[config.mk]
export PLATFORM = sky130hd
export DESIGN_NAME = tag_value_field_parser
export DESIGN_NICKNAME = d
export VERILOG_FILES = /design/src/rtl/tvp_pkg.sv /design/src/rtl/tvp_slot_match.sv /design/src/rtl/tvp_out_buf.sv /design/src/rtl/tag_value_field_parser.sv
export SDC_FILE = /design/constraint.sdc
export NUM_CORES = 1
export LEC_CHECK = 0
export BUFFER_PORTS_ARGS = -buffer_cell sky130_fd_sc_hd__buf_2
export CAP_MARGIN = 20
export CORE_AREA = 4 4 187 234
export DETAILED_ROUTE_END_ITERATION = 10
export DIE_AREA = 0 0 191 238
export PLACE_DENSITY_LB_ADDON = 0.3
export SLEW_MARGIN = 20
export SYNTH_ARGS = -nofsm -noshare
export SYNTH_HDL_FRONTEND = slang
export SYNTH_HIERARCHICAL = 1
export SYNTH_SLANG_ARGS = --single-unit
export TNS_END_PERCENT = 100
[constraint.sdc]
create_clock -name clk_i -period 9.2 [get_ports clk_i]
set_input_delay 0.46 -clock clk_i [delete_from_list [all_inputs] [get_ports clk_i]]
set_output_delay 0.46 -clock clk_i [all_outputs]
set_load 0.01 [all_outputs]
[src/rtl/tvp_pkg.sv]
// Shared types and constants for the tag/value field parser.
package tvp_pkg;

  localparam int unsigned MaxTags = 7;
  localparam int unsigned CfgIdxW = 4;

  localparam logic [CfgIdxW-1:0] CfgSeparator = 4'd0;
  localparam logic [CfgIdxW-1:0] CfgTagFirst  = 4'd1;

  localparam logic [7:0] SepReset  = 8'd59;
  localparam logic [7:0] CharEqual = 8'h3D;
  localparam logic [7:0] CharZero  = 8'h30;
  localparam logic [7:0] CharNine  = 8'h39;

  localparam logic [15:0] MaxPosition = 16'hFFFF;

  typedef enum logic [2:0] {
    ST_OK      = 3'd0,
    ST_EMPTY   = 3'd1,
    ST_BADTAG  = 3'd2,
    ST_UNTERM  = 3'd3,
    ST_TOOLONG = 3'd4
  } status_e;

  typedef struct packed {
    logic [15:0] field_tag;
    logic [2:0]  slot_index;
    logic [15:0] value_offset;
    logic [15:0] value_length;
    status_e     status;
    logic        end_of_message;
  } result_t;

  function automatic logic [15:0] tag_reset(input int unsigned idx);
    logic [15:0] v;
    case (idx)
      0:       v = 16'd8;
      1:       v = 16'd9;
      2:       v = 16'd35;
      3:       v = 16'd48;
      4:       v = 16'd22;
      5:       v = 16'd11;
      default: v = 16'd41;
    endcase
    return v;
  endfunction

endpackage

[src/rtl/tvp_slot_match.sv]
// Accepted-tag comparison: lowest enabled slot whose tag equals the field tag.
module tvp_slot_match import tvp_pkg::*; #(
  parameter int unsigned NUM_TAGS = 7
) (
  input  logic [NUM_TAGS-1:0][15:0] accepted_tag_i,
  input  logic [15:0]               tag_i,
  output logic [2:0]                slot_o
);

  always_comb begin
    slot_o = 3'd0;
    for (int i = NUM_TAGS - 1; i >= 0; i--) begin
      if (accepted_tag_i[i] != 16'd0 && accepted_tag_i[i] == tag_i) begin
        slot_o = 3'(i + 1);
      end
    end
  end

endmodule

[src/rtl/tvp_out_buf.sv]
// Result register with a skid stage so the parser keeps taking bytes under backpressure.
module tvp_out_buf import tvp_pkg::*; (
  input  logic    clk_i,
  input  logic    rst_ni,
  input  logic    push_i,
  input  result_t push_data_i,
  output logic    can_push_o,
  output logic    out_valid_o,
  input  logic    out_ready_i,
  output result_t out_data_o
);

  logic    out_v_q, out_v_d;
  logic    skid_v_q, skid_v_d;
  result_t out_q, out_d;
  result_t skid_q, skid_d;

  always_comb begin
    out_v_d  = out_v_q;
    skid_v_d = skid_v_q;
    out_d    = out_q;
    skid_d   = skid_q;
    if (!out_v_q || out_ready_i) begin
      if (skid_v_q) begin
        out_d    = skid_q;
        out_v_d  = 1'b1;
        skid_v_d = 1'b0;
      end else begin
        out_d   = push_data_i;
        out_v_d = push_i;
      end
    end else if (push_i) begin
      skid_d   = push_data_i;
      skid_v_d = 1'b1;
    end
  end

  always_ff @(posedge clk_i or negedge rst_ni) begin
    if (!rst_ni) begin
      out_v_q  <= 1'b0;
      skid_v_q <= 1'b0;
    end else begin
      out_v_q  <= out_v_d;
      skid_v_q <= skid_v_d;
    end
  end

  always_ff @(posedge clk_i) begin
    out_q  <= out_d;
    skid_q <= skid_d;
  end

  assign can_push_o  = !skid_v_q;
  assign out_valid_o = out_v_q;
  assign out_data_o  = out_q;

endmodule

[src/rtl/tag_value_field_parser.sv]
// Top level of the tag/value field parser.
// Parses "tag=value<sep>" fields one message byte per cycle and emits one transaction per
// completed field (tag, matching slot, value offset and length) or per error, after which
// the rest of the message is dropped up to its last byte. Each byte is decoded
// combinationally from the parser state into a result register backed by a skid stage, so
// a byte is taken every cycle; in_ready_o drops only while both result stages hold
// undelivered results. Configuration writes are always accepted.
module tag_value_field_parser import tvp_pkg::*; #(
  parameter int unsigned NUM_TAGS = 7
) (
  input  logic               clk_i,
  input  logic               rst_ni,
  input  logic               cfg_valid_i,
  output logic               cfg_ready_o,
  input  logic [CfgIdxW-1:0] cfg_index_i,
  input  logic [15:0]        cfg_data_i,
  input  logic               in_valid_i,
  output logic               in_ready_o,
  input  logic [7:0]         data_byte_i,
  input  logic               last_byte_i,
  output logic               out_valid_o,
  input  logic               out_ready_i,
  output logic [15:0]        field_tag_o,
  output logic [2:0]         slot_index_o,
  output logic [15:0]        value_offset_o,
  output logic [15:0]        value_length_o,
  output logic [2:0]         status_o,
  output logic               end_of_message_o
);

  typedef enum logic [1:0] {
    PH_TAG   = 2'd0,
    PH_VALUE = 2'd1,
    PH_SKIP  = 2'd2
  } phase_e;

  logic [7:0]               sep_q;
  logic [NUM_TAGS-1:0][15:0] acc_tag_q;

  phase_e      phase_q, phase_d;
  logic [15:0] tag_q, tag_d;
  logic        seen_q, seen_d;
  logic [15:0] pos_q, pos_d;
  logic [15:0] vstart_q, vstart_d;

  logic        in_acc;
  logic        push;
  result_t     res;
  result_t     out_res;
  logic [2:0]  slot;
  logic [19:0] tag_next;
  logic [15:0] val_len;
  logic        err;
  status_e     err_st;
  logic        clear;

  // configuration
  assign cfg_ready_o = 1'b1;

  always_ff @(posedge clk_i or negedge rst_ni) begin
    if (!rst_ni) begin
      sep_q <= SepReset;
      for (int i = 0; i < NUM_TAGS; i++) begin
        acc_tag_q[i] <= tag_reset(i);
      end
    end else if (cfg_valid_i) begin
      if (cfg_index_i == CfgSeparator) begin
        sep_q <= cfg_data_i[7:0];
      end
      for (int i = 0; i < NUM_TAGS; i++) begin
        if (cfg_index_i == CfgTagFirst + CfgIdxW'(i)) begin
          acc_tag_q[i] <= cfg_data_i;
        end
      end
    end
  end

  tvp_slot_match #(
    .NUM_TAGS(NUM_TAGS)
  ) u_slot_match (
    .accepted_tag_i(acc_tag_q),
    .tag_i         (tag_q),
    .slot_o        (slot)
  );

  assign in_acc   = in_valid_i && in_ready_o;
  assign tag_next = {1'b0, tag_q, 3'b000} + {3'b000, tag_q, 1'b0}
                  + {16'd0, 4'(data_byte_i - CharZero)};
  assign val_len  = pos_q - vstart_q;

  always_comb begin
    phase_d  = phase_q;
    tag_d    = tag_q;
    seen_d   = seen_q;
    pos_d    = pos_q;
    vstart_d = vstart_q;
    push     = 1'b0;
    err      = 1'b0;
    err_st   = ST_OK;
    clear    = 1'b0;
    res      = '{field_tag: tag_q, slot_index: slot, value_offset: vstart_q,
                 value_length: val_len, status: ST_OK, end_of_message: last_byte_i};
    if (in_acc) begin
      unique case (phase_q)
        PH_TAG: begin
          if (pos_q == MaxPosition) begin
            err    = 1'b1;
            err_st = ST_TOOLONG;
          end else if (data_byte_i == CharEqual) begin
            if (!seen_q) begin
              err    = 1'b1;
              err_st = ST_BADTAG;
            end else if (last_byte_i) begin
              err    = 1'b1;
              err_st = ST_UNTERM;
            end else begin
              phase_d  = PH_VALUE;
              vstart_d = pos_q + 16'd1;
              pos_d    = pos_q + 16'd1;
            end
          end else if (data_byte_i >= CharZero && data_byte_i <= CharNine) begin
            if (tag_next[19:16] != 4'd0) begin
              err    = 1'b1;
              err_st = ST_BADTAG;
            end else if (last_byte_i) begin
              err    = 1'b1;
              err_st = ST_UNTERM;
            end else begin
              tag_d  = tag_next[15:0];
              seen_d = 1'b1;
              pos_d  = pos_q + 16'd1;
            end
          end else begin
            err    = 1'b1;
            err_st = ST_BADTAG;
          end
        end
        PH_VALUE: begin
          if (pos_q == MaxPosition) begin
            err    = 1'b1;
            err_st = ST_TOOLONG;
          end else if (data_byte_i == sep_q) begin
            if (val_len == 16'd0) begin
              err    = 1'b1;
              err_st = ST_EMPTY;
            end else begin
              push = 1'b1;
              if (last_byte_i) begin
                clear = 1'b1;
              end else begin
                phase_d = PH_TAG;
                tag_d   = '0;
                seen_d  = 1'b0;
                pos_d   = pos_q + 16'd1;
              end
            end
          end else if (last_byte_i) begin
            err    = 1'b1;
            err_st = ST_UNTERM;
          end else begin
            pos_d = pos_q + 16'd1;
          end
        end
        PH_SKIP: begin
          clear = last_byte_i;
        end
        default: begin
          clear = 1'b1;
        end
      endcase
      if (err) begin
        push = 1'b1;
        res  = '{field_tag: 16'd0, slot_index: 3'd0, value_offset: pos_q,
                 value_length: 16'd0, status: err_st, end_of_message: last_byte_i};
        if (last_byte_i) begin
          clear = 1'b1;
        end else begin
          phase_d = PH_SKIP;
        end
      end
      if (clear) begin
        phase_d  = PH_TAG;
        tag_d    = '0;
        seen_d   = 1'b0;
        pos_d    = '0;
        vstart_d = '0;
      end
    end
  end

  always_ff @(posedge clk_i or negedge rst_ni) begin
    if (!rst_ni) begin
      phase_q  <= PH_TAG;
      tag_q    <= '0;
      seen_q   <= 1'b0;
      pos_q    <= '0;
      vstart_q <= '0;
    end else begin
      phase_q  <= phase_d;
      tag_q    <= tag_d;
      seen_q   <= seen_d;
      pos_q    <= pos_d;
      vstart_q <= vstart_d;
    end
  end

  tvp_out_buf u_out_buf (
    .clk_i      (clk_i),
    .rst_ni     (rst_ni),
    .push_i     (push),
    .push_data_i(res),
    .can_push_o (in_ready_o),
    .out_valid_o(out_valid_o),
    .out_ready_i(out_ready_i),
    .out_data_o (out_res)
  );

  assign field_tag_o      = out_res.field_tag;
  assign slot_index_o     = out_res.slot_index;
  assign value_offset_o   = out_res.value_offset;
  assign value_length_o   = out_res.value_length;
  assign status_o         = out_res.status;
  assign end_of_message_o = out_res.end_of_message;

  // checks
  a_stall_has_result: assert property (@(posedge clk_i) disable iff (!rst_ni)
    !in_ready_o |-> out_valid_o)
    else $error("input stalled with no pending result");

  a_last_restarts: assert property (@(posedge clk_i) disable iff (!rst_ni)
    in_acc && last_byte_i |=> phase_q == PH_TAG && pos_q == 16'd0 && !seen_q)
    else $error("parser not restarted after last byte");

  a_value_has_tag: assert property (@(posedge clk_i) disable iff (!rst_ni)
    phase_q == PH_VALUE |-> seen_q && vstart_q <= pos_q && vstart_q != 16'd0)
    else $error("value phase without a tag");

  a_err_fields: assert property (@(posedge clk_i) disable iff (!rst_ni)
    push && res.status != ST_OK |-> res.field_tag == 16'd0 && res.value_length == 16'd0)
    else $error("error result carries field data");

endmodule

# Word-level counts from Yosys, hierarchy flattened
# Cells that the tools add are included.
# word_totals
regBits	283
out_inout_bits	58
word_cells	207
# classes
n_addsub	5
magnitude_cmp	2
eq_ne	34
muxes	98
n_bitwise	1
reduce_logical	40
# op_table
op	count
16-bit two-way mux	26
55-bit two-way mux	3
16-bit equality test	7
16-bit nonzero test	7
16-bit one-hot mux with 2 select lines	2
3-bit two-way mux	13
1-bit two-way mux	36
3-bit inequality test (second input constant)	9
2-bit two-way mux	13
19-bit by 17-bit adder with 20-bit output	1
20-bit by 4-bit adder with 20-bit output	1
2-bit AND reduction	9
16-bit by 1-bit adder with 16-bit output (second input constant)	1
16-bit equality test (second input constant)	1
4-bit by 3-bit equality test with 1-bit output (second input constant)	4
16-bit zero test	1
4-bit inequality test (second input constant)	4
16-bit subtractor	1
11-bit AND reduction	1
1-bit logical AND	9
4-bit by 2-bit equality test with 1-bit output (second input constant)	2
8-bit by 6-bit equality test with 1-bit output (second input constant)	1
8-bit equality test	1
8-bit by 6-bit >= comparator with 1-bit output (second input constant)	1
other kinds (20)	26

# Longest topological paths before layout
# Gate-level depths: netlist (run 1).
# logic_depth
depth_word	13
ltp_mapped	16
depth_no_buf	15

# By module
# The synthesis (run 1) kept the hierarchy.
# modules_own_cells
module	instances	cells_each	area_each_um2
tag_value_field_parser	1	881	9726.8
tvp_out_buf	1	180	4161.5
tvp_slot_match	1	216	1739.2

# Worst setup path before layout (run 1)
# OpenSTA, ideal clock, no wires.
# synth_timing
path_type	input to register
from	input data_byte_i[3]
to	register u_out_buf/skid_q[0] (netlist bit) (enable)
setup_time_ns	0.468
arrival_ns	5.966
slack_ns	2.766
stages	16
path_buffers	1
cell_sequence	inv_1 -> fa_1 -> inv_1 -> fa_1 -> a21o_1 -> a221oi_2 -> o21ai_1 -> a41oi_1 -> mux2i_1 -> o31ai_1 -> a211o_1 -> buf_2 -> and2_1 -> nand2_1 -> inv_1 -> nor2_1
# synth_between
elab_chain_cells	12
word_cells_on_any_way	22
cone_classes	add/sub: 2; order compare: 2; eq/ne: 2; mux: 13; reduce/logical: 3
# synth_lines
element	line	rtl
from (decl)	tag_value_field_parser.sv:19	input logic [7:0] data_byte_i,
4-bit by 1-bit subtractor with 4-bit output	tag_value_field_parser.sv:88	+ {16'd0, 4'(data_byte_i - CharZero)};
20-bit by 4-bit adder with 20-bit output	tag_value_field_parser.sv:88	
4-bit nonzero test	tag_value_field_parser.sv:122	if (tag_next[19:16] != 4'd0) begin
1-bit two-way mux	tag_value_field_parser.sv:122	
1-bit two-way mux	tag_value_field_parser.sv:121	end else if (data_byte_i >= CharZero && data_byte_i <= CharNine) begin
1-bit two-way mux	tag_value_field_parser.sv:109	end else if (data_byte_i == CharEqual) begin
1-bit two-way mux	tag_value_field_parser.sv:106	if (pos_q == MaxPosition) begin
1-bit one-hot mux with 2 select lines	tag_value_field_parser.sv:104	unique case (phase_q)
1-bit two-way mux	tag_value_field_parser.sv:103	if (in_acc) begin
1-bit two-way mux (*)	tag_value_field_parser.sv:171	if (err) begin
1-bit two-way mux (*)	tag_value_field_parser.sv:103	
via push	tag_value_field_parser.sv:47	logic push;
2-bit AND reduction (no source line) (*)	n/a	
to (signal assigned)	tvp_out_buf.sv:50	skid_q <= skid_d;
to (decl)	tvp_out_buf.sv:16	result_t skid_q, skid_d;
# The timed path passes the listed nets; every way through them passes the cells marked *. The select of a mux whose other input is x is not followed.
# A chain may end at the register's enable or synchronous reset.

# Worst setup path in the final report (run 1)
# layout_timing
from	register tag_q[0]
to	register u_out_buf/skid_q[31] (netlist bit) (enable)
# layout_between
elab_chain_cells	12
# layout_lines
element	line	rtl
from (decl)	tag_value_field_parser.sv:41	logic [15:0] tag_q, tag_d;
from (signal assigned)	tag_value_field_parser.sv:200	tag_q <= tag_d;
19-bit by 17-bit adder with 20-bit output	tag_value_field_parser.sv:87	assign tag_next = {1'b0, tag_q, 3'b000} + {3'b000, tag_q, 1'b0}
20-bit by 4-bit adder with 20-bit output	tag_value_field_parser.sv:88	
4-bit nonzero test	tag_value_field_parser.sv:122	
1-bit two-way mux	tag_value_field_parser.sv:122	
1-bit two-way mux	tag_value_field_parser.sv:121	
1-bit two-way mux	tag_value_field_parser.sv:109	
1-bit two-way mux	tag_value_field_parser.sv:106	
1-bit one-hot mux with 2 select lines	tag_value_field_parser.sv:104	
1-bit two-way mux	tag_value_field_parser.sv:103	
1-bit two-way mux	tag_value_field_parser.sv:171	
1-bit two-way mux	tag_value_field_parser.sv:103	
via push	tag_value_field_parser.sv:47	
2-bit AND reduction (no source line)	n/a	
# The timed path passes the listed nets, and every way through them passes these cells. The select of a mux whose other input is x is not followed.

==> out/results.txt, run 1 <==
The overall track demand over capacity in global routing is 17.4%, and the post-detailed-route count of antenna-violating nets is 0. The placed wire-length estimate after detailed placement is 28.0 mm. For the pin with the worst max-slew slack, the measured transition is 1.08 ns. The die covers 45500 µm².

In this run switching power makes up 27.0% of total power. The routed wire length was 39.8 mm; the maximum fanout encountered on the critical timing path was 33. In this run the critical register-to-register path is captured at u_out_buf/skid_q[31]$_DFFE_PP_.

Critical path's slowest cell: dfrtp_1. After synthesis, the largest area contributor takes up 24.2% of total cell area. The worst pin sits at a relative slew slack of 27.5%. TritonCTS built the clock tree. Core box area: 41700 µm². The H-tree depth reported by CTS is 1. The number of global-route vias before repair is 10700, and the fraction of registers with async set or reset after synthesis is 61.1%.

The first global-routing pass estimated 62.0 mm of wire. STA classifies the critical path startpoint as a flip-flop. The TritonCTS sink count came out at 283. The logs give 104 for the largest net degree at the start of global routing and 23 for the number of hold-slack violations in the final timing report.

Ranked by total cell area, the synthesized netlist is headed by dfrtp_1 24%, edfxtp_1 21%, mux2_2 11%. The later-pin clock latency in the skew report came out at 0.58 ns. The tree is rooted in a clkbuf_16. Counting flops and latches in the post-synthesis netlist gives 283. Once the clock tree was built, the resizer swapped 0 gates to a different size. The worst reg2reg path depth was 16; the ratio of routed vias to standard cells was 5.33. The logs give 0 for the residual DRC count and 0 for the remaining global-route overflow.

From synthesis to final layout, the design area changed by 12.1%. Number of buffers on the longest clock path: 3. The logs give 0 for the initial antenna violation count and 31 for the number of buffers added by the clock tree synthesis step. The path class of the lowest-slack min-delay path is in2async. The flow ran to the end, but the final reports show violations. Synthesis handed over a netlist of 1277 instances. The share of the clock period used by the worst path was 65.9%. The final-report max-slew violation count is 0, and the sequential fraction of the synthesis area is 49.0%.

The netlist uses 82 different library cells. After detailed routing, the average wire length per cell comes to 20.6 µm. Leakage dissipation: 7.11 nW. In this run, post-CTS hold repair placed 0 buffers. Before antenna repair, the detailed router went through 5 iterations.

The final layout contains 1435 nets. In the final layout, the share of cells above drive strength 1 is 28.9%. Walking the worst path, the cells encountered are inv_1, fa_1, inv_1, fa_1, a21o_1, a221oi_2, o21ai_1, a41oi_1, mux2i_1, o31ai_1, a211o_1, and2_1, nand2_1, inv_1, nor2_4, buf_4. Reg-to-reg critical path startpoint: tag_q[0]$_DFFE_PN0P_. The internal power was 2.52 mW; the switching power was 0.932 mW. The tools report the starting density of the core as 37.5%. Setup violations remaining at the end of the flow were counted as 0. Each instance of the synthesized netlist takes up on average 12.2 µm². Per report_power, the sequential group accounts for 48.3% of the total. After clock tree synthesis, the clock-pin slew on the worst setup and hold paths is 0.06 ns. Worst hold slack across all endpoints: -0.0203 ns. By instance count, the cell type seen most on the critical path is inv_1. The critical path is of the reg2reg type. 0 antenna diodes ended up in the layout. In this run the count of I/O pins placed on the die edge is 92.

For the final weighted congestion of routability-driven global placement, the log shows 0.924. The Yosys step of the flow raised 6 warnings. Buffers added to address setup during post-CTS repair amount to 0. The worst stage delay on the critical path is 0.70 ns. The power density normalized to cell area was 197 nW/µm²; the post-synthesis instance area was 15600 µm². In this run, the combinational gates consume 16.4% of the power. The data arrival at the endpoint of the critical path was 6.29 ns.

STA puts the critical path data required time at 9.43 ns. The height of the die is 238 µm, and the setup skew after layout is 0.0126 ns. Yosys mapped a number of flops with a built-in enable equal to 110. Total of buffers placed on input and output ports: 90. The checks that failed: hold timing.

Before CTS, the worst setup slack after placement is 3.13 ns. In this run, the clock network consumes 35.3% of the power. Across all register-to-register paths, the minimum setup slack is 3.14 ns.

The most frequently used flop master after synthesis was dfrtp_1. After floorplanning, the core was divided into 84 placement rows. The final critical delay including setup and external delays is 6.06 ns.

The run gives 10300 as the via count. Kind of end point of the critical path: a flip-flop. The maximum clock rate was 165 MHz.

The tools report the largest vdd supply drop as 0.000156 V. Adding up every negative setup slack in the final design gives 0 ns. Of all cell types, the one taking the most synthesized area is dfrtp_1.

The detailed router finished its first iteration with 485 violations. In the post-route analysis, the smallest setup slack over all paths is 3.14 ns. Across the run, the number of max-cap violations was 0. Setup repair after global routing left no endpoint under its margin. In this run the horizontal extent of the chip is 191 µm. For the synthesized netlist net count, the log shows 1361.
cell usage in the layout (no fill, tap or decap), types with 12 or more instances in the layout:
cell type / n
a21o_1: 12
dfstp_2: 22
nand2_1: 71
xor2_1: 35
and3_1: 27
ha_1: 47
edfxtp_1: 110
o21ai_1: 16
nor2_1: 43
buf_2: 89
o21ai_0: 16
nor4_1: 38
a21oi_1: 33
mux2_2: 150
buf_4: 12
nand3_1: 16
xnor2_1: 121
clkbuf_16: 31
o31ai_1: 17
mux2_4: 29
dfrtp_1: 150
nor3_1: 15
nand4_1: 41
inv_1: 40
synthesized netlist by cell type, types with 10 or more instances:
cell       count
nand2_1       71
nand3_1       16
xnor2_1      121
a21oi_1       33
o21ai_1       17
clkbuf_1      29
dfstp_2       22
buf_6         16
inv_1         40
nor2_1        44
edfxtp_1     110
mux2_4        29
ha_1          47
xor2_1        35
dfrtp_1      151
nand4_1       41
mux2_2       150
o2bb2ai_2     10
and3_1        27
buf_2         13
a21o_1        12
o21ai_0       16
mux2_1        10
nor3_1        15
o21a_1        10
o31ai_1       17
nor4_1        38
layer usage:
layer  global-route usage (%)  routed length [µm]  up-vias
li1                         -                   -     4860
met1                     22.5               17000     5129
met2                     30.4               19900      240
met3                     1.95                1710       75
met4                     5.79                1230        0
met5                        0                   0        -
how the worst max path moves through the flow:
stage / start / end / slack [ns] / cells past startpoint
finish: tag_q[0]$_DFFE_PN0P_ / u_out_buf/skid_q[31]$_DFFE_PP_ / 3.14 / 16
global route: tag_q[2]$_DFFE_PN0P_ / u_out_buf/skid_q[18]$_DFFE_PP_ / 2.74 / 16
CTS: tag_q[0]$_DFFE_PN0P_ / u_out_buf/skid_q[31]$_DFFE_PP_ / 3.11 / 16
detailed placement: tag_q[2]$_DFFE_PN0P_ / u_out_buf/skid_q[32]$_DFFE_PP_ / 3.13 / 16
global placement: tag_q[0]$_DFFE_PN0P_ / u_out_buf/skid_q[33]$_DFFE_PP_ / 3.30 / 16
floorplan: data_byte_i[3] / u_out_buf/skid_q[0]$_DFFE_PP_ / 2.77 / 16
per-stage QoR:
stage	cell area [µm²]	utilization, %	total power [mW]	instances
2_1_floorplan	15600	-	2.06	1277
3_3_place_gp	16500	39.6	2.25	1876
3_5_place_dp	16500	39.6	2.27	1876
4_1_cts	17500	42.0	3.50	1934
5_1_grt	17500	42.0	3.62	1935
6_report	17500	42.0	3.45	1935
worst max-delay path, delay by kind of cell, from the launching register on:
kind | cells | cell delay (ns)
muxes | 1 | 0.38
DFF | 1 | 0.70
adders and majority gates | 2 | 0.98
and+or+nand+nor | 3 | 0.97
AOI/OAI and AO/OA | 6 | 1.82
buffers and inverters | 4 | 0.83
flip-flops by register name, summed over array words and instances (netlist names):
register	cells
phase_q	2
vstart_q	16
seen_q	1
tag_q	16
pos_q	16
u_out_buf/skid_v_q	1
acc_tag_q	112
u_out_buf/skid_q	55
u_out_buf/out_data_o	55
u_out_buf/out_valid_o	1
sep_q	8
cells by family (layout without fill, tap and decap cells):
logic type,after synthesis,count (layout),synth area share [%]
mux,197,197,14.8
simple gates,309,309,10.9
compound gates,177,177,8.67
fa+ha+maj,50,50,4.15
flops,283,283,49.0
other cells,1,1,0.0240
buf+inv,102,201,3.47
xor+xnor,158,158,8.95
power groups by stage:
stage | logic (mW) | registers (mW) | clock network [mW]
after floorplan | 0.384 | 1.68 | 0
after global placement | 0.564 | 1.69 | 0
after detailed placement | 0.572 | 1.69 | 0
after CTS | 0.575 | 1.67 | 1.25
after global routing | 0.621 | 1.69 | 1.31
final | 0.568 | 1.67 | 1.22
area by class of cell:
| cell class | instances | area [µm²] |
|---|---|---|
| clock buffers | 43 | 861 |
| multi-input cells | 892 | 7450 |
| fillers | 3969 | 24200 |
| repair buffers | 103 | 558 |
| flip-flops and latches | 283 | 7660 |
| well taps | 559 | 699 |
| clock inverters | 15 | 135 |
| inverters | 40 | 150 |
(Power assumes the default switching activity.)
==> run 2, diff against run 1 <==
clock period = 5.7 ns   (was 9.2 ns; I/O delays follow)
==> out/results.txt, run 2 (same netlist as run 1, synthesis figures left out) <==
The number of buffers on the longest clock path was 3 (unchanged). For the setup slack of the most critical reg-to-reg path, the log shows 0.73 ns (was 3.14 ns). The required time at the endpoint of the critical path was 6.04 ns (was 9.43 ns). Setup repair after global routing left no endpoint under its margin. The type of origin of the critical path is a flip-flop (unchanged). The tools report the sequential cell area in the final layout as 7660 µm² (unchanged). Slew at the pin closest to its max-slew limit: 1.01 ns (was 1.08 ns). The maximum fanout encountered on the critical timing path is 32 (was 33), and the initial antenna violation count is 0 (unchanged). The number of detailed-routing iterations run before antenna repair is 5 (unchanged). The largest vdd supply drop is 0.000235 V (was 0.000156 V), and the area of placed instances is 16600 µm² (was 16500 µm²). The maximum clock rate is 201 MHz (was 165 MHz).

The height of the die is 238 µm (unchanged). For the design area, the log shows 17600 µm² (was 17500 µm²). Post-detailed-route wirelength per cell: 20.8 µm (was 20.6 µm). The number of core rows is 84 (unchanged).

The fraction of layout instances using a drive strength above 1 came out at 29.8% (was 28.9%). The power density normalized to cell area was 316 nW/µm² (was 197 nW/µm²). The total of buffers placed on input and output ports was 90 (unchanged). The via count was 10400 (was 10300); the post-detailed-route count of antenna-violating nets was 0 (unchanged). The share of the clock period used by the worst path is 87.2% (was 65.9%), and the diode insertion count for antenna repair is 0 (unchanged).

The tools report the summed negative setup slack over all endpoints as 0 ns (unchanged). The die outline width works out to 191 µm (unchanged). The growth of design area from synthesis to finish is 12.9% (was 12.1%). The switching power is 1.49 mW (was 0.932 mW). The run finished with clean final reports. The leakage dissipation was 7.16 nW (was 7.11 nW).

The routed metal-1 wirelength came out at 17.2 mm (was 17.0 mm). Category of the most critical setup path: reg2reg (unchanged). The run gives 3972 (was 3969) as the final-layout fill cell count. The overall track demand over capacity in global routing was 17.8% (was 17.4%); the count of cells resized by post-cts repair was 0 (unchanged). The TritonCTS sink count is 283 (unchanged), and the flip-flop count of the largest register after layout is 112 (unchanged). The run gives 48.3% (about the same) as the part of the total power dissipated in sequential elements. The final count of negative-setup-slack endpoints was 0 (unchanged); the internal power was 4.08 mW (was 2.52 mW).

The logs give 1 (unchanged) for the H-tree depth reported by CTS and 0 (unchanged) for the final-report max-slew violation count. The tools report the worst slew slack as a fraction of its limit as 32.4% (was 27.5%). The tools report the clock share of power as 35.2% (was 35.3%). For the setup skew after layout, the log shows 0.0420 ns (was 0.0126 ns).

Uppermost signal routing layer after detailed routing: met4 (unchanged). The number of hold-slack violations in the final timing report is 0 (was 23). The run gives 560 (was 485) as the number of design-rule violations left by the first detailed-router iteration.

The run gives 0 (unchanged) as the residual DRC count. The number of buffers added by the clock tree synthesis step was 30 (was 31); the later-pin clock latency in the skew report was 0.59 ns (was 0.58 ns). TritonCTS built the clock tree. The total power of the final layout was 5.58 mW (was 3.45 mW).

Footprint of the multi-input gates: 7490 µm² (was 7450 µm²). The run gives 63.4 mm (was 62.0 mm) as the first-pass GRT wire length. Top register by number of flip-flops: acc_tag_q (unchanged). The tools report the met3 wire length as 1.57 mm (was 1.71 mm). The cell at the root of the clock tree was clkbuf_16 (unchanged).

The clock slew at the register clock pins of the worst setup and hold paths is 0.06 ns (about the same), and the starting density of the core is 37.5% (unchanged). The ratio of routed vias to standard cells is 5.36 (was 5.33), and the remaining global-route overflow is 0 (unchanged). The kind of end point of the critical path was a flip-flop (unchanged).

For the routed wire length on met2, the log shows 20.3 mm (was 19.9 mm). The tools report the max-capacitance violation count as 0 (unchanged). Switching part of the total: 26.8% (was 27.0%). Final critical delay including setup and external delays: 4.97 ns (was 6.06 ns). The logs give 1445 (was 1435) for the net count reported at finish and 41700 µm² (unchanged) for the core box area. The data arrival at the endpoint of the critical path was 5.31 ns (was 6.29 ns). I/O pin count: 92 (unchanged). For the combinational power share, the log shows 16.5% (was 16.4%). Routed wire length: 40.4 mm (was 39.8 mm).

The total die area is 45500 µm² (unchanged). Largest net degree at the start of global routing: 79 (was 104). The tools report the final weighted congestion of routability-driven global placement as 0.908 (was 0.924). Path class of the lowest-slack min-delay path: in2reg (was in2async).

The placed wire-length estimate after detailed placement came out at 29.0 mm (was 28.0 mm). The tools report the number of global-route vias before repair as 10900 (was 10700). Most frequent cells in the layout: 150 x mux2_2, 150 x dfrtp_1, 121 x xnor2_1 (unchanged).
[run 2: changes by cell type in the layout (fill, tap and decap cells not counted), sizes merged]
cell | previous run | this run
buf | 103 | 113
clkbuf | 43 | 37
clkinv | 9 | 15
bufinv | 2 | 4
clkinvlp | 2 | 0
inv | 42 | 40
dlygate4sd3 | 0 | 1
[run 2: critical path, stage by stage, from the launching register on]
cell and delay, ns:
dfrtp_1 0.80, ha_1 0.35, ha_1 0.42, a21oi_1 0.27, o21ai_1 0.11, a221oi_1 0.41
o21ai_0 0.24, a311o_1 0.45, o31ai_1 0.33, a211o_1 0.28, nand2_1 0.07, buf_4 0.29
mux2_1 0.39, mux2_4 0.27
[run 2: metrics by stage]
step | hold WS [ns] | utilization, % | cells | setup WS, ns
after detailed placement | 0.373 | 39.9 | 1887 | 0.691
after global routing | 0.0495 | 42.3 | 1944 | 0.535
final | 0.0614 | 42.3 | 1944 | 0.731
after global placement | 0.376 | 39.9 | 1887 | 0.823
after floorplan | -0.0106 | - | 1277 | -0.272
after CTS | 0.0285 | 42.3 | 1944 | 0.723
[run 2: path summary, 6_finish.rpt]
| kind | startpoint | endpoint | cells after the start |
|---|---|---|---|
| setup reg to reg | tag_q[7]$_DFFE_PN0P_ | u_out_buf/out_data_o[30]$_DFFE_PP_ | 13 |
| hold / removal | data_byte_i[0] | tag_q[0]$_DFFE_PN0P_ | 3 |
| hold reg to reg | vstart_q[3]$_DFFE_PN0P_ | vstart_q[3]$_DFFE_PN0P_ | 2 |
| max in group asynchronous | rst_ni | seen_q$_DFFE_PN0P_ | 3 |
| min in group asynchronous | rst_ni | acc_tag_q[35]$_DFFE_PN0P_ | 2 |
| setup / recovery | tag_q[7]$_DFFE_PN0P_ | u_out_buf/out_data_o[30]$_DFFE_PP_ | 13 |
[run 2: final cells by class]
| cell class | count | share of cell area [%] |
|---|---|---|
| clock buffers | 37 | 4.40 |
| clock inverters | 19 | 1.19 |
| inverters | 40 | 0.851 |
| multi-input cells | 892 | 42.5 |
| flip-flops and latches | 283 | 43.4 |
| well taps | 559 | 3.96 |
| repair buffers | 114 | 3.69 |
[run 2: repair_timing]
item / CTS / global route
buffers inserted: 0 / 0
hold buffers: 1 / 0
endpoints found under the hold margin: 66 / 0
[run 2: power groups by stage]
stage	sequential [mW]	combinational [mW]	clock [mW]
after CTS	2.70	0.932	2.02
after global routing	2.73	1.01	2.11
after floorplan	2.71	0.623	0
after detailed placement	2.74	0.925	0
after global placement	2.73	0.914	0
final	2.69	0.920	1.96
[run 2: routing by layer]
metal | up-vias | global-route usage, %
li1 | 4865 | -
met1 | 5193 | 23.0
met2 | 274 | 31.1
met3 | 84 | 1.76
met4 | 0 | 6.23
met5 | - | 0
==> run 3, diff against run 2 <==
CORE_AREA = 2 2 185 232   (was 4 4 187 234)
DIE_AREA = 0 0 187 234   (was 0 0 191 238)
==> out/results.txt, run 3 (same netlist as run 1, synthesis figures left out) <==
The cell count of the worst hold path is 3 (unchanged). The placed wire-length estimate after detailed placement is 28.9 mm (was 29.0 mm), and the share of the clock period used by the worst path is 93.6% (was 87.2%). The count of non-filler cells in the finished layout is 1952 (was 1944). The clock slew at the register clock pins of the worst setup and hold paths was 0.06 ns (about the same). The tools report the part of the total power dissipated in sequential elements as 47.6% (was 48.3%). The maximum clock rate is 187 MHz (was 201 MHz).

The initial antenna violation count came out at 0 (unchanged). The final-report max-slew violation count is 0 (unchanged). The tools report the reg-to-reg critical path startpoint as tag_q[7]$_DFFE_PN0P_ (unchanged). Top register by number of flip-flops: acc_tag_q (unchanged). Switching part of the total: 26.8% (about the same).

The data arrival at the endpoint of the critical path is 5.67 ns (was 5.31 ns). The path class of the lowest-slack min-delay path was in2reg (unchanged). The routed wire length on met2 came out at 20.4 mm (was 20.3 mm). The final critical delay including setup and external delays was 5.34 ns (was 4.97 ns). The tools report the type of origin of the critical path as a flip-flop (unchanged).

The tools report the overall track demand over capacity in global routing as 18.6% (was 17.8%). The count of cells resized by post-cts repair was 0 (unchanged). The later-pin clock latency in the skew report came out at 0.59 ns (about the same).

The I/O pin count was 92 (unchanged). The growth of design area from synthesis to finish works out to 13.5% (was 12.9%). Setup skew after layout: 0.0285 ns (was 0.0420 ns). The flow ran to the end, and the final reports show no timing, DRC or antenna violations. The worst slew slack as a fraction of its limit came out at 26.4% (was 32.4%).

The logs give 0 (unchanged) for the diode insertion count for antenna repair and 10800 (was 10900) for the number of global-route vias before repair. The core box area was 41700 µm² (unchanged). The largest net degree at the start of global routing came out at 62 (was 79). The net count reported at finish was 1452 (was 1445); the leakage dissipation was 7.22 nW (was 7.16 nW). The die outline width was 187 µm (was 191 µm); the area of placed instances was 16700 µm² (was 16600 µm²). Setup repair after global routing left no endpoint under its margin.

For the TritonCTS sink count, the log shows 283 (unchanged). Kind of end point of the critical path: a flip-flop (unchanged). The number of buffers on the longest clock path was 3 (unchanged); the combinational power share was 16.3% (was 16.5%). The cell at the root of the clock tree is clkbuf_16 (unchanged). The worst stage delay on the critical path was 0.85 ns (was 0.80 ns); the power density normalized to cell area was 319 nW/µm² (was 316 nW/µm²).

The maximum fanout encountered on the critical timing path works out to 16 (was 32). For the switching power, the log shows 1.52 mW (was 1.49 mW). Startpoint of the most critical hold path: data_byte_i[0] (unchanged).

Reg-to-reg endpoint: u_out_buf/out_data_o[23]$_DFFE_PP_ (was u_out_buf/out_data_o[30]$_DFFE_PP_). The run gives 63.0 mm (was 63.4 mm) as the first-pass GRT wire length. The run gives 0 (unchanged) as the remaining global-route overflow. The worst reg2reg path depth was 13 (unchanged). The uppermost signal routing layer after detailed routing was met4 (unchanged). Routed metal-1 wirelength: 17.4 mm (was 17.2 mm). Dominant cell type by count on the critical path: ha_1 (unchanged). The number of detailed-routing iterations run before antenna repair was 5 (unchanged). The category of the most critical setup path is reg2reg (unchanged). Total die area: 43800 µm² (was 45500 µm²).

The ratio of routed vias to standard cells was 5.38 (was 5.36). Most frequent cells in the layout: 150 x mux2_2, 150 x dfrtp_1, 121 x xnor2_1 (unchanged). The logs give 0.36 ns (was 0.73 ns) for the setup slack of the most critical reg-to-reg path and 84 (unchanged) for the number of core rows.

The post-detailed-route wirelength per cell was 20.8 µm (about the same). The flip-flop count of the largest register after layout is 112 (unchanged), and the H-tree depth reported by CTS is 1 (unchanged). The height of the die is 234 µm (was 238 µm), and the total of buffers placed on input and output ports is 90 (unchanged). Critical-path cell list: ha_1, ha_1, a21oi_1, o21ai_1, a221oi_1, o21ai_0, a311o_1, o31ai_1, a211o_1, nand2_1, buf_4, mux2i_1, mux2_2 (was ha_1, ha_1, a21oi_1, o21ai_1, a221oi_1, o21ai_0, a311o_1, o31ai_1, a211o_1, nand2_1, buf_4, mux2_1, mux2_4).

The residual DRC count is 0 (unchanged), and the clock share of power is 36.1% (was 35.2%). The tools report the number of hold-slack violations in the final timing report as 0 (unchanged). The max-capacitance violation count was 0 (unchanged); the number of buffers added by the clock tree synthesis step was 31 (was 30). The tools report the via count as 10500 (was 10400).

The fraction of layout instances using a drive strength above 1 is 30.5% (was 29.8%), and the final weighted congestion of routability-driven global placement is 0.881 (was 0.908). Starting density of the core: 37.5% (unchanged). The run gives 0 (unchanged) as the final count of negative-setup-slack endpoints. The number of design-rule violations left by the first detailed-router iteration came out at 588 (was 560). The required time at the endpoint of the critical path is 6.04 ns (about the same), and the routed wire length is 40.7 mm (was 40.4 mm). Slew at the pin closest to its max-slew limit: 1.10 ns (was 1.01 ns). TritonCTS built the clock tree. Number of hold buffers added after CTS: 1 (unchanged). The internal power is 4.14 mW (was 4.08 mW), and the design area is 17700 µm² (was 17600 µm²). The number of buffers added for setup after CTS was 0 (unchanged); the post-detailed-route count of antenna-violating nets was 0 (unchanged).

The met3 wire length was 1.39 mm (was 1.57 mm); the final-layout fill cell count was 3944 (was 3972). The largest vdd supply drop came out at 0.000189 V (was 0.000235 V). Endpoint of the worst hold-timing path: tag_q[0]$_DFFE_PN0P_ (unchanged). The total placed cells including tap cells was 1893 (was 1887). Critical path's slowest cell: dfrtp_1 (unchanged).
[run 3: cell count changes in the layout (fill, tap and decap cells not counted), moves of 2 or more]
cell,before,now
clkbuf_1,7,3
clkinvlp_4,0,2
clkbuf_8,0,2
buf_4,22,28
[run 3: critical path, delay by kind of cell, from the launching register on]
kind	cells	cell delay, ns
AOI/OAI and AO/OA	7	2.05
DFF	1	0.85
adders and majority gates	2	0.77
and+or+nand+nor	1	0.56
buffers and inverters	1	0.45
muxes	2	0.41
[run 3: power groups by stage]
stage	clock network, mW	logic, mW	registers, mW
2_1_floorplan	0	0.623	2.71
3_3_place_gp	0	0.903	2.73
3_5_place_dp	0	0.922	2.73
4_1_cts	2.09	0.925	2.69
5_1_grt	2.17	1.01	2.73
6_report	2.04	0.919	2.69
[run 3: final cells by class]
| cell class | instances | area (µm²) | share of cell area, % |
|---|---|---|---|
| repair buffers | 120 | 697 | 3.93 |
| inverters | 40 | 150 | 0.847 |
| well taps | 559 | 699 | 3.94 |
| clock inverters | 22 | 220 | 1.24 |
| flip-flops and latches | 283 | 7660 | 43.2 |
| clock buffers | 36 | 815 | 4.59 |
| multi-input cells | 892 | 7490 | 42.3 |
[run 3: per-stage QoR]
| stage | hold WS (ns) | setup slack (ns) | util, % | setup TNS [ns] | power [mW] |
|---|---|---|---|---|---|
| 4_1_cts | 0.0136 | 0.0356 | 42.5 | 0 | 5.71 |
| 5_1_grt | 0.0426 | 0.139 | 42.5 | 0 | 5.90 |
| 3_5_place_dp | 0.300 | 0.0685 | 40.0 | 0 | 3.65 |
| 6_report | 0.0294 | 0.364 | 42.5 | 0 | 5.65 |
| 2_1_floorplan | -0.0106 | -0.272 | - | -14.96 | 3.33 |
| 3_3_place_gp | 0.304 | 0.299 | 40.0 | 0 | 3.63 |
[run 3: metal layers]
layer | track usage (%) | vias to the layer above
met5 | 0 | -
met4 | 6.89 | 0
met3 | 2.23 | 89
met2 | 33.5 | 259
met1 | 22.9 | 5257
li1 | - | 4894
[run 3: worst max-delay path by stage]
stage | slack, ns | start | depth (start not counted) | to
2_1_floorplan | -0.27 | tag_q[2]$_DFFE_PN0P_ | 16 | u_out_buf/skid_q[0]$_DFFE_PP_
3_3_place_gp | 0.30 | pos_q[0]$_DFFE_PN0P_ | 15 | u_out_buf/out_data_o[23]$_DFFE_PP_
3_5_place_dp | 0.07 | pos_q[0]$_DFFE_PN0P_ | 14 | u_out_buf/out_data_o[29]$_DFFE_PP_
4_1_cts | 0.04 | pos_q[0]$_DFFE_PN0P_ | 15 | u_out_buf/out_data_o[23]$_DFFE_PP_
5_1_grt | 0.14 | tag_q[7]$_DFFE_PN0P_ | 13 | u_out_buf/out_data_o[23]$_DFFE_PP_
6_report | 0.36 | tag_q[7]$_DFFE_PN0P_ | 13 | u_out_buf/out_data_o[23]$_DFFE_PP_
